### config.mk
export PLATFORM = sky130hd
export DESIGN_NAME = fvn_norm
export DESIGN_NICKNAME = d
export VERILOG_FILES = /design/src/sv/fvn_pkg.sv /design/src/sv/fvn_norm.sv
export SDC_FILE = /design/constraint.sdc
export NUM_CORES = 2
export LEC_CHECK = 0
export BUFFER_PORTS_ARGS = -buffer_cell sky130_fd_sc_hd__buf_2
export CAP_MARGIN = 10
export CORE_MARGIN = 4
export CORE_UTILIZATION = 60
export DETAILED_ROUTE_END_ITERATION = 10
export GPL_TIMING_DRIVEN = 0
export PLACE_DENSITY = 0.76
export SYNTH_ARGS = -nofsm -noshare
export SYNTH_HDL_FRONTEND = slang
export SYNTH_SLANG_ARGS = --single-unit
### constraint.sdc
create_clock -name clk -period 15.14 [get_ports clk]
set_input_delay 1.514 -clock clk [delete_from_list [all_inputs] [get_ports clk]]
set_output_delay 1.514 -clock clk [all_outputs]
set_load 0.02 [all_outputs]
### src/sv/fvn_pkg.sv
// ============================================================================
// fvn_pkg
// Shared widths, hash constants, link type and blend helper for the 3D
// fractal value-noise pipeline.
// ============================================================================
`default_nettype none

package fvn_pkg;

  // Field widths
  localparam int POS_W   = 18;
  localparam int FREQ_W  = 24;
  localparam int HS_W    = 24;
  localparam int OC_W    = 4;
  localparam int SEED_W  = 64;
  localparam int OUT_W   = 25;

  // Position times frequency, signed
  localparam int M_W     = POS_W + FREQ_W;
  // Weighted octave sum, signed
  localparam int SUM_W   = 35;
  // Corner / blended noise value, signed Q16 in [-1,1]
  localparam int NV_W    = 18;
  // Fade weight, unsigned Q1.16 in [0,1]
  localparam int W_W     = 17;
  // Register stages in one octave cell
  localparam int CELL_LAT = 12;

  // Coordinate multipliers of the corner hash, x / y / z
  localparam logic [63:0] AXIS_MUL [3] = '{
    64'h9e3779b97f4a7c15,
    64'hbf58476d1ce4e5b9,
    64'h94d049bb133111eb
  };
  // Finalizer multipliers
  localparam logic [63:0] MIX_MUL [2] = '{
    64'hff51afd7ed558ccd,
    64'hc4ceb9fe1a85ec53
  };
  // Per-octave seed salt
  localparam logic [63:0] OCT_SALT = 64'hD1B54A32D192ED03;
  // 0.1 in Q0.20
  localparam logic signed [17:0] TENTH_Q20 = 18'sd104858;

  // Configuration register indexes
  typedef enum logic [2:0] {
    REG_SEED   = 3'd0,
    REG_STREAM = 3'd1,
    REG_FREQ   = 3'd2,
    REG_OCT    = 3'd3,
    REG_HEIGHT = 3'd4
  } reg_idx_t;

  // Data handed from one octave cell to the next
  typedef struct packed {
    logic [2:0][M_W-1:0]     m;    // pos * frequency per axis, signed
    logic signed [SUM_W-1:0] sum;  // weighted octave sum so far
  } fvn_link_t;

  // Linear blend a + floor((b - a) * w / 65536)
  function automatic logic signed [NV_W-1:0] lerp(
    input logic signed [NV_W-1:0] a,
    input logic signed [NV_W-1:0] b,
    input logic [W_W-1:0]         w
  );
    logic signed [NV_W:0]   d;
    logic signed [W_W:0]    ws;
    logic signed [36:0]     p;
    logic signed [20:0]     r;
    d  = (NV_W+1)'(b) - (NV_W+1)'(a);
    ws = $signed({1'b0, w});
    p  = d * ws;
    r  = 21'(a) + 21'(p >>> 16);
    return r[NV_W-1:0];
  endfunction

endpackage

`default_nettype wire

### src/sv/fvn_norm.sv
// ============================================================================
// fvn_norm
// Normalize the octave sum by the amplitude total, apply 0.1 * elev_gain
// and saturate to the output range, 4 stages.
// ============================================================================
`default_nettype none

module fvn_norm
  import fvn_pkg::*;
#(
  parameter  int MAX_OCTAVES = 8,
  localparam int NW = $clog2(MAX_OCTAVES + 1)
) (
  input  logic                    clk,
  input  logic                    rst,
  input  logic                    en,
  input  logic                    in_valid,
  input  logic signed [SUM_W-1:0] in_sum,
  input  logic [NW-1:0]           n_eff,
  input  logic [HS_W-1:0]         elev_gain,
  output logic                    out_valid,
  output logic [OUT_W-1:0]        out_elev
);

  // Reciprocal of the amplitude total, Q1.30
  logic [30:0] rtab [0:MAX_OCTAVES];

  assign rtab[0] = '0;
  for (genvar k = 1; k <= MAX_OCTAVES; k++) begin : g_rtab
    localparam longint unsigned DEN = (64'd1 << k) - 64'd1;
    localparam longint unsigned RV  = ((64'd1 << (k + 29)) + DEN / 2) / DEN;
    assign rtab[k] = 31'(RV);
  end

  logic [4:1]          nv;
  logic signed [20:0]  d1;
  logic signed [45:0]  p2;
  logic signed [27:0]  r3;
  logic [OUT_W-1:0]    elev;

  logic signed [66:0]  prod1;
  logic signed [63:0]  prod3;
  logic [OUT_W-1:0]    elev_next;

  always_comb begin
    prod1 = in_sum * $signed({1'b0, rtab[n_eff]});
    prod3 = p2 * TENTH_Q20;
    // clamp to the 25-bit signed range
    if (r3 > 28'sd16777215) begin
      elev_next = {1'b0, {(OUT_W-1){1'b1}}};
    end else if (r3 < -28'sd16777216) begin
      elev_next = {1'b1, {(OUT_W-1){1'b0}}};
    end else begin
      elev_next = r3[OUT_W-1:0];
    end
  end

  // Advance valid bits
  always_ff @(posedge clk) begin
    if (rst) begin
      nv <= '0;
    end else if (en) begin
      nv <= {nv[3:1], in_valid};
    end
  end

  // Advance payload
  always_ff @(posedge clk) begin
    if (en) begin
      d1   <= 21'(prod1 >>> 45);
      p2   <= d1 * $signed({1'b0, elev_gain});
      r3   <= 28'(prod3 >>> 36);
      elev <= elev_next;
    end
  end

  assign out_valid = nv[4];
  assign out_elev  = elev;

endmodule

`default_nettype wire

==> flow_metrics.tcl <==
set metrics [dict create \
    endpoint_kind "flip-flop" \
    clock_path_buffers 2 \
    nets 9531 \
    drt_iter0_drc 3872 \
    timing.hold.ws_ns 0.490 \
    drv_slew 0 \
    synth_nets 9420 \
    htreeDepth 4 \
    worstSetupPathType "input pin to flip-flop" \
    crit_slowest_cell "fa_1" \
    place.gp.congestion 1.05 \
    synth_ff_type "edfxtp_1" \
    finalCritPeriodShare 0.955 \
    crit_fanout 10 \
    die-area_um2 116000 \
    hpwl_um 176000 \
    highest_layer "met5" \
    synth_cells 6913 \
    io_pins 93 \
    drtPass1Iterations 6 \
    dr_wl_met2_um 92200 \
    grt_pass1_wl_um 308000 \
    post_synth_num_cell_types 80 \
    required_ns 15.27 \
    tightestPinTransition_ns 1.30 \
    crit_arrival_ns 14.59 \
    fin_cells 8518 \
    cts_root_buf "clkbuf_16" \
    dieHeight_um 341 \
    syn2layout_area_growth_pct 4.40 \
    drc 0 \
    grt_setup_unrepaired "no" \
    ant_nets 0 \
    hold_buffers 0 \
    routedWlPerCell_um 23.3 \
    outcome "complete, no violations" \
    cap_viol_max_count 0 \
    synth_edf_count 120 \
    grt_max_degree 69 \
    final_common_cell "inv_1" \
    clk_pin_slew_ns 0.07 \
    wl_um 199000 \
    postSynthRegisterBits 124 \
    cts_tree "done" \
    min_path_cells 2 \
    grt_pass1_vias 52600 \
    final_layout_size_suffix_gt1_frac 0.0240 \
    netlist_top_cells_area "fa_1, ha_1, inv_1" \
    ys_seq_area_frac 0.0554 \
    dieWidth_um 341 \
    syn_area_um2 66500 \
    avgSynthCellArea_um2 9.62 \
    slowest_delay_ns 1.07 \
    final_area_um2 69400 \
    place_area_um2 68900 \
    clock_latency_ns 0.48 \
    cp-start-kind "input pin" \
    fin_crit_ns 14.46 \
    grtUsageTotal 0.354 \
    yosysTopAreaCellShare 0.488 \
    finalHoldViolCount 0 \
    via_count 47800 \
    yosys_warnings 0 \
    cts_sinks 124 \
    grt-ovfl-total 0 \
    core_um2 109000 \
    synth_area_leader_cell "fa_1" \
    wl_met1_um 75400 \
    antenna_found_initial 12 \
    final_cell_mix "inv_1, fa_1, ha_1, nand2_1, and2_1" \
    cts_buffers 17 \
    maxSlewHeadroom 0.130 \
    rows 121 \
    cpMostUsedCell "fa_1" \
    hp-class "flip-flop to flip-flop" \
    avgViaCountPerCell 5.61 \
    initial_core_util 0.608 \
    r2r_cells 24 \
    skew_ns 0.0223 \
    synthArstFlopShare 0 \
    place_inst 8481 \
    fmax_mhz 69.2 \
    wl_met3_um 18900 \
    ctsResizeCount 0 \
    postCtsSetupBuffers 0 \
    setup-tns-final_ns 0 \
    io_buffers 90 \
    setup_viol_count_final 0 \
]
## routing by layer
layer  GRT usage  vias up
met4       0.166       12
met5           0        -
met3      0.0802      539
met1       0.457    24300
met2       0.574     2224
li1            -    20700
## final cells by class
| class | instances | area (um2) |
|---|---|---|
| plain buffers | 209 | 793 |
| fillers | 9156 | 40000 |
| multi-input cells | 4527 | 54300 |
| inverters | 2053 | 7710 |
| clock inverters | 14 | 136 |
| repair buffers | 92 | 495 |
| diodes | 5 | 12.5 |
| flip-flops and latches | 124 | 3680 |
| clock buffers | 18 | 429 |
| well taps | 1476 | 1850 |
## flip-flops by register name, indices dropped and copies added, names as in the netlist
name      cells
out_elev     25
nv            4
d1           21
r3           28
p2           46
## cells by family after synthesis
kind of cell | after synthesis | share of synthesized area
muxes | 11 | 0.00166
adders and majority gates | 2442 | 0.642
and+or+nand+nor | 1463 | 0.108
DFF | 124 | 0.0554
buffers and inverters | 2262 | 0.128
xor gates and xnor gates | 127 | 0.0167
AOI/OAI and AO/OA | 484 | 0.0485
## through the flow
stage	setup WS, ns	util
CTS	0.880	0.634
global placement	0.341	0.629
global route	0.414	0.634
detailed placement	0.403	0.629
finish	0.682	0.634
floorplan	5.23	-
## path summary, 6_finish.rpt
| path | startpoint | to | slack, ns |
|---|---|---|---|
| worst max-delay path | n_eff[0] | d1[19] | 0.68 |
| worst min-delay path | nv[4] | nv[4] | 0.49 |
| worst max register to register | d1[10] | p2[44] | 6.68 |
| worst min register to register | nv[4] | nv[4] | 0.49 |
## Yosys cell counts, drive strengths merged, types with 3 or more instances
cell and instances:
mux2i 11, clkbuf 204, a311oi 5, nor2b 88, nor3 21, o211ai 21, dfxtp 4, xnor2 79
o22ai 5, ha 820, a31oi 26, o21a 47, a21oi 135, nor2 71, o2111ai 10, nand2b 50
inv 2052, nand4 25, buf 5, and3 82, or2 27, xor2 48, fa 1620, and4 8
nor4 7, o21ai 79, o311ai 4, or3 6, a211o 6, a21o 65, a211oi 22, nor4b 3
a221oi 5, o21bai 21, nand2 721, a2111oi 6, a221o 4, edfxtp 120, or4 5, nand3 30
and2 312
## worst max-delay path: cells and delay by family
family / cells / cell delay, ns
fa+ha+maj: 10 / 5.49
compound gates: 7 / 3.01
buf+inv: 8 / 2.64
simple gates: 4 / 1.65
mux: 1 / 0.23
Power is not shown: default switching activity piles up to over one toggle a cycle in this logic, so the estimate is an artifact.
